--- config.mk ---
export PLATFORM = sky130hd
export DESIGN_NAME = sliding_median_distance_filter_flat
export DESIGN_NICKNAME = d
export VERILOG_FILES = /design/src/rtl/core/smdf_pkg.sv /design/src/rtl/core/smdf_req_if.sv /design/src/rtl/core/smdf_rsp_if.sv /design/src/rtl/core/sliding_median_distance_filter.sv /design/src/flat_wrapper.sv
export SDC_FILE = /design/constraint.sdc
export NUM_CORES = 1
export LEC_CHECK = 0
export BUFFER_PORTS_ARGS = -buffer_cell sky130_fd_sc_hd__buf_2
export CORE_UTILIZATION = 60
export CTS_CLUSTER_SIZE = 12
export DETAILED_ROUTE_END_ITERATION = 6
export GPL_ROUTABILITY_DRIVEN = 0
export PLACE_DENSITY_LB_ADDON = 0.25
export SLEW_MARGIN = 20
export SYNTH_ARGS = -nofsm -noshare
export SYNTH_HDL_FRONTEND = slang
export SYNTH_SLANG_ARGS = --single-unit
--- constraint.sdc ---
create_clock -name clock -period 6.26 [get_ports clock]
set_input_delay 0.626 -clock clock [delete_from_list [all_inputs] [get_ports clock]]
set_output_delay 0.626 -clock clock [all_outputs]
set_load 0.005 [all_outputs]
--- src/rtl/core/smdf_pkg.sv ---
`default_nettype none
// ----------------------------------------------------------------------------
// smdf_pkg: shared types and constants of the sliding median distance filter
// Field widths, the reset value of the ceiling register and the sequencer
// states used by the filter and its channel interfaces.
// ----------------------------------------------------------------------------
package smdf_pkg;

   localparam int unsigned SAMPLE_W = 16;
   localparam int unsigned DIST_W   = 10;

   localparam logic [DIST_W-1:0] MAX_DISTANCE_RESET = 10'd450;

   typedef logic [SAMPLE_W-1:0] sample_type;
   typedef logic [DIST_W-1:0]   dist_type;

   typedef enum logic [2:0] {
      ST_IDLE,
      ST_CAND,
      ST_LATCH,
      ST_SCAN,
      ST_RANK,
      ST_OUT
   } state_type;

endpackage : smdf_pkg
`default_nettype wire

--- src/rtl/core/smdf_req_if.sv ---
`default_nettype none
// ----------------------------------------------------------------------------
// smdf_req_if: request channel of the median distance filter
// Valid/ready handshake carrying one raw distance sample per request.
// ----------------------------------------------------------------------------
interface smdf_req_if
   import smdf_pkg::*;
   ();

   logic       valid;
   logic       ready;
   sample_type distance_sample;

   modport source (output valid, output distance_sample, input ready);
   modport sink   (input valid, input distance_sample, output ready);

endinterface : smdf_req_if
`default_nettype wire

--- src/rtl/core/smdf_rsp_if.sv ---
`default_nettype none
// ----------------------------------------------------------------------------
// smdf_rsp_if: response channel of the median distance filter
// Valid/ready handshake carrying one median distance per response.
// ----------------------------------------------------------------------------
interface smdf_rsp_if
   import smdf_pkg::*;
   ();

   logic     valid;
   logic     ready;
   dist_type median_distance;

   modport source (output valid, output median_distance, input ready);
   modport sink   (input valid, input median_distance, output ready);

endinterface : smdf_rsp_if
`default_nettype wire

--- src/rtl/core/sliding_median_distance_filter.sv ---
`default_nettype none
// ----------------------------------------------------------------------------
// sliding_median_distance_filter: median of the last WINDOW distance samples
// Clamps each sample to the ceiling register, stores it in a ring and finds
// the window median by rank counting with one shared pair of comparisons.
// ----------------------------------------------------------------------------
// Each accepted request is clamped to csr max_distance and written into a
// ring of WINDOW entries. The first WINDOW-1 requests only fill the ring.
// Every later request produces one response; the next request is taken
// only after that response has been loaded into the output register. Each
// candidate in turn is compared (< and <=) with every entry through the
// single read port of the ring, one entry per cycle, its rank is checked,
// and the response is then loaded into the output register once that
// register is free.
// The block takes no new request while a median is being worked out; a
// finished response waits in the output register without holding up the
// next request. The ring is never read before it has been completely
// written, so it needs no clearing after reset.
module sliding_median_distance_filter
   import smdf_pkg::*;
#(
   parameter int unsigned WINDOW = 5
) (
   input  wire logic     clock,
   input  wire logic     reset,
   smdf_req_if.sink      req_ch,
   smdf_rsp_if.source    rsp_ch,
   input  wire logic     csr_wr_en,
   input  wire dist_type csr_wr_data
);

   localparam int unsigned IDX_W = (WINDOW > 1) ? $clog2(WINDOW) : 1;
   localparam int unsigned CNT_W = $clog2(WINDOW + 1);

   localparam logic [IDX_W-1:0] IDX_LAST  = IDX_W'(WINDOW - 1);
   localparam logic [CNT_W-1:0] FILL_LAST = CNT_W'(WINDOW - 1);
   localparam logic [CNT_W-1:0] CNT_FULL  = CNT_W'(WINDOW);
   localparam logic [CNT_W-1:0] LO_RANK   = CNT_W'((WINDOW - 1) / 2);
   localparam logic [CNT_W-1:0] HI_RANK   = CNT_W'(WINDOW / 2);

   // sample ring
   dist_type ring_mem [WINDOW];
   dist_type rd_data_ff;
   logic [IDX_W-1:0] rd_addr;

   state_type state_ff, state_in;
   logic [IDX_W-1:0] wpos_ff, wpos_in;
   logic [CNT_W-1:0] fill_ff, fill_in;
   logic [IDX_W-1:0] cand_idx_ff, cand_idx_in;
   logic [CNT_W-1:0] scan_ff, scan_in;
   logic [CNT_W-1:0] lt_ff, lt_in;
   logic [CNT_W-1:0] le_ff, le_in;
   dist_type max_ff;
   dist_type cand_ff, cand_in;
   dist_type lo_ff, lo_in;
   dist_type hi_ff, hi_in;
   dist_type median_ff, median_in;
   logic     rsp_valid_ff, rsp_valid_in;

   logic        accept;
   logic        rsp_load;
   dist_type    clamped;
   logic [DIST_W:0] mid_sum;

   assign accept = req_ch.valid && req_ch.ready;

   // clamp the raw sample to the ceiling
   assign clamped = (req_ch.distance_sample > {{(SAMPLE_W-DIST_W){1'b0}}, max_ff}) ?
                    max_ff : req_ch.distance_sample[DIST_W-1:0];

   assign mid_sum = {1'b0, lo_ff} + {1'b0, hi_ff};

   // write the ring on accept, register the read port
   always_ff @(posedge clock) begin
      if (accept) begin
         ring_mem[wpos_ff] <= clamped;
      end
      rd_data_ff <= ring_mem[rd_addr];
   end

   // ceiling register
   always_ff @(posedge clock) begin
      if (reset) begin
         max_ff <= MAX_DISTANCE_RESET;
      end else if (csr_wr_en) begin
         max_ff <= csr_wr_data;
      end
   end

   // control state
   always_ff @(posedge clock) begin
      if (reset) begin
         state_ff     <= ST_IDLE;
         wpos_ff      <= '0;
         fill_ff      <= '0;
         rsp_valid_ff <= 1'b0;
      end else begin
         state_ff     <= state_in;
         wpos_ff      <= wpos_in;
         fill_ff      <= fill_in;
         rsp_valid_ff <= rsp_valid_in;
      end
   end

   // datapath and counters
   always_ff @(posedge clock) begin
      cand_idx_ff <= cand_idx_in;
      scan_ff     <= scan_in;
      lt_ff       <= lt_in;
      le_ff       <= le_in;
      cand_ff     <= cand_in;
      lo_ff       <= lo_in;
      hi_ff       <= hi_in;
      median_ff   <= median_in;
   end

   // sequencer: next state and datapath control
   always_comb begin
      state_in     = state_ff;
      wpos_in      = wpos_ff;
      fill_in      = fill_ff;
      cand_idx_in  = cand_idx_ff;
      scan_in      = scan_ff;
      lt_in        = lt_ff;
      le_in        = le_ff;
      cand_in      = cand_ff;
      lo_in        = lo_ff;
      hi_in        = hi_ff;
      median_in    = median_ff;
      rd_addr      = '0;
      rsp_load     = 1'b0;
      req_ch.ready = 1'b0;

      case (state_ff)
         ST_IDLE: begin
            req_ch.ready = 1'b1;
            if (accept) begin
               wpos_in = (wpos_ff == IDX_LAST) ? '0 : wpos_ff + 1'b1;
               if (fill_ff != FILL_LAST) begin
                  fill_in = fill_ff + 1'b1;
               end else begin
                  cand_idx_in = '0;
                  state_in    = ST_CAND;
               end
            end
         end
         // issue the read of the current candidate
         ST_CAND: begin
            rd_addr  = cand_idx_ff;
            state_in = ST_LATCH;
         end
         // hold the candidate, start the scan at entry zero
         ST_LATCH: begin
            cand_in  = rd_data_ff;
            rd_addr  = '0;
            scan_in  = CNT_W'(1);
            lt_in    = '0;
            le_in    = '0;
            state_in = ST_SCAN;
         end
         // count entries below and not above the candidate
         ST_SCAN: begin
            lt_in = lt_ff + CNT_W'(rd_data_ff <  cand_ff);
            le_in = le_ff + CNT_W'(rd_data_ff <= cand_ff);
            if (scan_ff == CNT_FULL) begin
               rd_addr  = (cand_idx_ff == IDX_LAST) ? '0 : cand_idx_ff + 1'b1;
               state_in = ST_RANK;
            end else begin
               rd_addr = scan_ff[IDX_W-1:0];
               scan_in = scan_ff + 1'b1;
            end
         end
         // keep the candidate if it sits at a middle rank; advance
         ST_RANK: begin
            if (lt_ff <= LO_RANK && LO_RANK < le_ff) begin
               lo_in = cand_ff;
            end
            if (lt_ff <= HI_RANK && HI_RANK < le_ff) begin
               hi_in = cand_ff;
            end
            rd_addr = (cand_idx_ff == IDX_LAST) ? '0 : cand_idx_ff + 1'b1;
            if (cand_idx_ff == IDX_LAST) begin
               state_in = ST_OUT;
            end else begin
               cand_idx_in = cand_idx_ff + 1'b1;
               state_in    = ST_LATCH;
            end
         end
         // load the response once the output register is free
         ST_OUT: begin
            if (!rsp_valid_ff || rsp_ch.ready) begin
               rsp_load  = 1'b1;
               median_in = DIST_W'(mid_sum >> 1);
               state_in  = ST_IDLE;
            end
         end
         default: begin
            state_in = ST_IDLE;
         end
      endcase
   end

   // output register
   always_comb begin
      if (rsp_load) begin
         rsp_valid_in = 1'b1;
      end else if (rsp_ch.ready) begin
         rsp_valid_in = 1'b0;
      end else begin
         rsp_valid_in = rsp_valid_ff;
      end
   end

   assign rsp_ch.valid           = rsp_valid_ff;
   assign rsp_ch.median_distance = median_ff;

   // the candidate always counts itself as not above
   assert property (@(posedge clock) disable iff (reset)
      state_ff == ST_RANK |-> le_ff != '0 && lt_ff < le_ff)
      else $error("rank counts inconsistent");

   // a request that completes the ring starts a median pass
   assert property (@(posedge clock) disable iff (reset)
      accept && fill_ff == FILL_LAST |=> !req_ch.ready && state_ff == ST_CAND)
      else $error("median pass not started");

   // a new response only comes from the output step
   assert property (@(posedge clock) disable iff (reset)
      rsp_load |-> state_ff == ST_OUT && (!rsp_valid_ff || rsp_ch.ready))
      else $error("response loaded over a pending one");

   // fill count stays within the window
   assert property (@(posedge clock) disable iff (reset)
      fill_ff <= FILL_LAST)
      else $error("fill count overrun");

endmodule : sliding_median_distance_filter
`default_nettype wire
--- src/flat_wrapper.sv ---
// flat-port wrapper written by rule: the top's interface ports become plain ports
module sliding_median_distance_filter_flat import smdf_pkg::*;
#(
   parameter int unsigned WINDOW = 5
)
  (clock, reset, csr_wr_en, csr_wr_data, req_ch_valid, req_ch_distance_sample, req_ch_ready, rsp_ch_valid, rsp_ch_median_distance, rsp_ch_ready);
  smdf_req_if req_ch_i ();
  smdf_rsp_if rsp_ch_i ();
  input  wire logic clock;
  input  wire logic reset;
  input  wire logic csr_wr_en;
  input  wire dist_type csr_wr_data;
  input wire logic [$bits(req_ch_i.valid)-1:0] req_ch_valid;
  input wire logic [$bits(req_ch_i.distance_sample)-1:0] req_ch_distance_sample;
  output wire logic [$bits(req_ch_i.ready)-1:0] req_ch_ready;
  output wire logic [$bits(rsp_ch_i.valid)-1:0] rsp_ch_valid;
  output wire logic [$bits(rsp_ch_i.median_distance)-1:0] rsp_ch_median_distance;
  input wire logic [$bits(rsp_ch_i.ready)-1:0] rsp_ch_ready;
  assign req_ch_i.valid = req_ch_valid;
  assign req_ch_i.distance_sample = req_ch_distance_sample;
  assign req_ch_ready = req_ch_i.ready;
  assign rsp_ch_valid = rsp_ch_i.valid;
  assign rsp_ch_median_distance = rsp_ch_i.median_distance;
  assign rsp_ch_i.ready = rsp_ch_ready;
  sliding_median_distance_filter #(.WINDOW(WINDOW)) u_core (.clock(clock), .reset(reset), .req_ch(req_ch_i), .rsp_ch(rsp_ch_i), .csr_wr_en(csr_wr_en), .csr_wr_data(csr_wr_data));
endmodule
==> impl_metrics.toml, run 1 <==
[outcome]
outcome = "completed"

[sta]
setup_viol = 0
slew_headroom_pct = 37.8
period_minus_slack_ns = 2.96
drv_slew = 0
worst_slew_pin_slew_ns = 0.910
hold-worst-slack_ns = 0.339
hold_viol_final = 0
fin_crit_sh_pct = 47.3
rsz0062_at_grt = "false"
fin_setup_tns_ns = 0
clock_skew_ns = 0.00762
clock.fmax_ghz = 0.338

[cts]
cts_hold_buf = 0
cts-buffers-inserted = 17
clkTransAtPathRegs_ns = 0.06
clkSinkCount = 122
postCtsSetupRepairBufs = 0
cts_buffer_depth = 2
clkLatencyLatePin_ns = 0.51
tritoncts = "yes"
root_buffer = "clkbuf_8"
h-tree-depth = 4
cts_resized = 0

[setup_path]
worstPathArrival_ns = 3.22
startpoint_type = "register"
required_ns = 6.52
r2r-end = "u_core.le_ff[1]$_SDFFCE_PN0P_"
crit_type = "reg2reg"
cp-end-kind = "register"
rr_worst_depth = 11
r2r_start = "u_core.cand_ff[3]$_DFFE_PP_"
reg2reg_slack_ns = 3.30
critPathMaxFanout = 2

[pwr]
power.share.clock_pct = 47.6
power_switching_mw = 0.394
power.leakage_nw = 2.37
power_mw = 1.90
peakVddDrop_mv = 0.163
p_sw_share_pct = 20.8
p_per_area_nw_per_um2 = 305
comb_power_share_pct = 4.8
p_int_mw = 1.50
seq_power_share_pct = 47.6

[routing]
drt_pass1_iterations = 4
drt-total-wl_mm = 9.19
drc = 0
viasPerCell = 5.65
drt_iter0_drc = 166
final_antenna_net_count = 0
wl_per_cell_um = 16.2
vias = 3199

[global_route]
grt_pass1_wl_mm = 15.0
gr-total-overflow = 0
grt_start_max_net_pins = 21
grt_util_all_layers_pct = 22.5
antenna_found_initial = 0
grt_pass1_vias = 3111

[floorplan]
coreArea_um2 = 8380
die_h_um = 96.1
start_util_pct = 63.4
ioPinCount = 43
die_w_um = 96.1
std_cell_rows = 33
die_area_um2 = 9240

[cells_and_area]
drive_gt1_share_pct = 21.3
final_area_um2 = 6230
area_delta_synth_final_pct = 17.2
nNetsFinal = 511
fillers = 537
diodes = 0
post-route-util_pct = 74.3

[logic_synthesis]
synth.yosys.seq_area_share_pct = 63.3
yosysMostFrequentCell = "edfxtp_1"
syn_inst = 396
synth_area_leaders = "edfxtp_1 52%, dfxtp_1 11%, ha_1 7.5%, mux2i_1 5.1%, inv_1 2.2%"
synth-async-reset-ratio_pct = 0
yosys_warnings = 0
synth_top_area_share_pct = 52.0
synthesis.nets = 459
yosys-top-cells-count = "92 x edfxtp_1, 32 x ha_1, 31 x inv_1, 30 x dfxtp_1, 27 x mux2i_1"
syn_area_um2 = 5310
ys_ff_latch = 122
synth_cell_type_count = 46
syn_area_per_cell_um2 = 13.4
synth_top_flop_cell = "edfxtp_1"
yosysTopAreaCell = "edfxtp_1"
synth_enable_flop_cells = 92

[run]
max_cap_violations = 0

[min_path]
holdPathEnd = "u_core.max_ff[7]$_SDFFE_PP1P_"
hold_class = "in2reg"
holdPathStages = 3
min_from = "csr_wr_data[7]"

[place]
hpwlAfterDp_mm = 6.11
dpl-instance-area_um2 = 5650
io_buffers = 42
## cell families after synthesis
family	after synthesis	synth area share, %
XOR/XNOR	5	0.824
AO/OA/AOI/OAI	63	8.05
AND/OR/NAND/NOR	92	9.61
buffers and inverters	45	3.48
adder cells (fa/ha/maj)	32	7.53
multiplexers	37	7.21
flip-flops	122	63.3
## how the worst max path moves through the flow
stage                                     from                         endpoint  slack, ns  depth (start not counted)
3_5_place_dp         req_ch_distance_sample[9]  u_core.ring_mem[1][7]$_DFFE_PP_       3.25                          8
3_3_place_gp         req_ch_distance_sample[9]  u_core.ring_mem[0][2]$_DFFE_PP_       3.31                          8
6_report           u_core.cand_ff[3]$_DFFE_PP_    u_core.le_ff[1]$_SDFFCE_PN0P_       3.30                         11
4_1_cts            u_core.cand_ff[3]$_DFFE_PP_    u_core.le_ff[1]$_SDFFCE_PN0P_       3.30                         11
5_1_grt            u_core.cand_ff[3]$_DFFE_PP_    u_core.le_ff[1]$_SDFFCE_PN0P_       3.14                         11
2_1_floorplan  u_core.state_ff[0]$_SDFFE_PP0P_        u_core.lo_ff[0]$_DFFE_PP_       3.27                          4
## critical path, cell delays in order (launching register included)
cell and delay [ns]:
edfxtp_1 0.34, inv_1 0.05, ha_1 0.30, a21o_1 0.16, a21o_1 0.16, a21oi_1 0.14
nor2_1 0.06, a2111oi_0 0.78, a31o_2 0.21, ha_1 0.15, ha_1 0.22, and3_1 0.16
## cells in the final DEF (no fill, tap or decap), types with 4 or more instances in the layout
master	synthesis	routed
buf_4	4	4
xnor2_1	5	5
buf_2	1	42
and3_1	5	5
a31oi_1	4	4
nand2_1	20	20
edfxtp_1	92	92
nand2b_1	15	15
inv_1	31	31
dfxtp_1	30	30
a21oi_1	16	16
mux2_2	10	10
ha_1	32	32
clkbuf_16	0	16
o21ai_0	8	8
a21o_1	5	5
o211ai_1	5	5
nor2_1	21	21
clkinvlp_4	0	5
a211oi_1	4	4
nor4_2	0	4
o221ai_1	11	11
mux2i_1	27	27
## routing by layer
layer  vias to the layer above  track usage, %  wire (um)
met3                        22            5.13        419
li1                       1577               -          -
met2                        97            36.9       4470
met4                         0            10.8        226
met5                         -               0          0
met1                      1503            28.1       4080
## registers in the layout, summed over array words and instances (netlist names)
register                       flops
u_core.le_ff                       3
u_core.state_ff                    3
u_core.max_ff                     10
u_core.scan_ff                     3
u_core.cand_idx_ff                 3
u_core.rsp_ch.valid                1
u_core.fill_ff                     3
u_core.ring_mem                   50
u_core.lt_ff                       3
u_core.wpos_ff                     3
u_core.cand_ff                    10
u_core.rsp_ch.median_distance     10
u_core.lo_ff                      10
u_core.rd_data_ff                 10
## stage by stage
| step | setup slack [ns] | std cells |
|---|---|---|
| after CTS | 3.30 | 566 |
| after floorplan | 3.27 | 396 |
| after global routing | 3.14 | 566 |
| after detailed placement | 3.25 | 534 |
| final | 3.30 | 566 |
| after global placement | 3.31 | 534 |
## final cells by class
| class | instances | area, um2 | share of cell area, % |
|---|---|---|---|
| tap | 105 | 131 | 2.11 |
| timing repair buffer | 46 | 240 | 3.86 |
| sequential | 122 | 3360 | 54.0 |
| inverter | 32 | 120 | 1.93 |
| clock inverter | 12 | 125 | 2.01 |
| clock buffer | 20 | 435 | 6.99 |
| multi-input combinational | 229 | 1810 | 29.1 |
## power by group through the flow
stage	combinational (mW)	sequential (mW)	clock [mW]
after floorplan	0.0602	0.916	0
after global placement	0.0861	0.919	0
after detailed placement	0.0893	0.920	0
after CTS	0.0911	0.904	0.913
after global routing	0.102	0.906	0.953
final	0.0908	0.904	0.904
No activity file was read; power rests on OpenSTA's default activity.
==> run 2, diff against run 1 <==
CORE_UTILIZATION = 59   (was 60)
clock period = 2.8 ns   (was 6.26 ns; I/O delays follow)
==> run 2 against run 1 <==
Non-clock buffer count increased by 10. Power up 120%. Worst hold slack worse by 0.32 ns. Die area up 1.7%. Clock-buffer cell count fell by 2. Largest cell class unchanged. Final cell count grew 2.3%. Critical endpoint unchanged.
==> impl_metrics.toml, run 2 (synthesis results as in run 1) <==
[sta]
period_minus_slack_ns = 2.61
clock_skew_ns = 0.0102
hold_viol_final = 0
worst_slew_pin_slew_ns = 0.815
clock.fmax_ghz = 0.383
drv_slew = 0
rsz0062_at_grt = "false"
fin_setup_tns_ns = 0
slew_headroom_pct = 45.4
setup_viol = 0
worst_slack_ns = 0.189
fin_crit_sh_pct = 93.2
hold-worst-slack_ns = 0.0218

[setup_path]
r2r_start = "u_core.cand_ff[3]$_DFFE_PP_"
crit_path_start = "u_core.cand_ff[3]$_DFFE_PP_"
crit_path_frequent_cell = "ha_1"
worstPathArrival_ns = 2.86
cp-end-kind = "register"
worst-path-buf-inv = 2
startpoint_type = "register"
critPathMaxFanout = 2
crit_chain = "inv_1, ha_1, a21o_1, a21o_1, a21oi_1, nor2_1, a2111oi_2, buf_4, a31o_2, ha_1, ha_1, and3_1"
cp_top_family = "compound AO/OA/AOI/OAI gates"
crit_slowest_cell = "edfxtp_1"
crit_type = "reg2reg"
required_ns = 3.05
critPathMaxStageDelay_ns = 0.34

[place]
io_buffers = 42
hpwlAfterDp_mm = 6.10
pre_cts_ws_ns = 0.00787
dpl-instance-area_um2 = 5700

[global_route]
use_met2_pct = 36.2
grt_pass1_vias = 3264
met3_usage_pct = 5.13
gr-total-overflow = 0
grt_start_max_net_pins = 21
antenna_found_initial = 0
grt-busiest-layer = "met2"
grt_pass1_wl_mm = 15.2
grt_util_all_layers_pct = 20.8
grt_use_met1_pct = 25.3

[cts]
root_buffer = "clkbuf_8"
cts_buffer_depth = 2
tritoncts = "yes"
postCtsSetupRepairBufs = 0
clkSinkCount = 122
clkLatencyLatePin_ns = 0.50
clkTransAtPathRegs_ns = 0.06
cts-buffers-inserted = 17
h-tree-depth = 4

[cells_and_area]
diodes = 0
area_delta_synth_final_pct = 18.5
largest_reg_flops = 50
nNetsFinal = 521
regMostFlops = "u_core.ring_mem"
fillers = 549
layout_common_cells = "92 x edfxtp_1, 42 x buf_2, 32 x ha_1"
drive_gt1_share_pct = 22.5
final_area_um2 = 6300
final_common_cell = "edfxtp_1"

[outcome]
outcome = "completed"

[floorplan]
die_area_um2 = 9390
ioPinCount = 43
start_util_pct = 60.9
coreArea_um2 = 8720
std_cell_rows = 34
die_h_um = 96.9
die_w_um = 96.9

[routing]
final_antenna_net_count = 0
vias = 3314
wl_per_cell_um = 15.7
drt_iter0_drc = 95
viasPerCell = 5.72
drt-total-wl_mm = 9.11
drt_pass1_iterations = 4
drc = 0

[pwr]
peakVddDrop_mv = 0.400
power.leakage_nw = 2.40
p_per_area_nw_per_um2 = 666

[run]
max_cap_violations = 0

[min_path]
min_from = "csr_wr_data[3]"
hold_class = "in2reg"
## run 2: changes by cell type in the layout (fill, tap and decap cells not counted), sizes merged
cell	change
clkinvlp	+4
inv	+2
bufinv	-1
clkbuf	-2
clkinv	-3
dlygate4sd3	+4
buf	+6
## run 2: final cells by class
type                            count  area, um2  share of cell area (%)
Sequential cell                   122       3360                    53.4
Inverter                           32        120                    1.91
Clock buffer                       18        428                    6.79
Tap cell                          108        135                    2.15
Clock inverter                     14        124                    1.97
Multi-Input combinational cell    229       1800                    28.6
Timing Repair Buffer               56        325                    5.16
## run 2: worst paths after layout
| path | to | slack (ns) | cells after the start |
|---|---|---|---|
| setup / recovery | u_core.le_ff[1]$_SDFFCE_PN0P_ | 0.19 | 12 |
| hold / removal | u_core.max_ff[3]$_SDFFE_PP0P_ | 0.02 | 3 |
| setup reg to reg | u_core.le_ff[1]$_SDFFCE_PN0P_ | 0.19 | 12 |
| hold reg to reg | u_core.rsp_ch.median_distance[4]$_DFFE_PP_ | 0.42 | 0 |
## run 2: what timing repair did
item	CTS	global route
endpoints found under the setup margin	2	2
hold buffers	4	0
hold endpoints to repair	4	0
resized for setup	1	1
## run 2: power by group
part | switching, mW | leakage (nW) | internal [mW]
Combinational | 0.118 | 1.04 | 0.0979
Clock | 0.766 | 0.242 | 1.20
Sequential | 0.0243 | 1.11 | 1.99
## run 2: metrics by stage
step | utilization [%] | power (mW) | cells
after floorplan | - | 2.18 | 396
after global placement | 65.4 | 2.25 | 543
after detailed placement | 65.4 | 2.26 | 543
after CTS | 72.2 | 4.23 | 579
after global routing | 72.2 | 4.35 | 579
final | 72.2 | 4.20 | 579
## run 2: worst min-delay path, stage by stage
cell     delay [ns]
buf_2          0.07
mux2i_1        0.06
nor2_1         0.07
## run 2: metal layers
metal,share of wire [%],wire [um]
met1,43,3930
met2,52,4730
met3,4.8,437
met4,0.19,17
met5,0,0
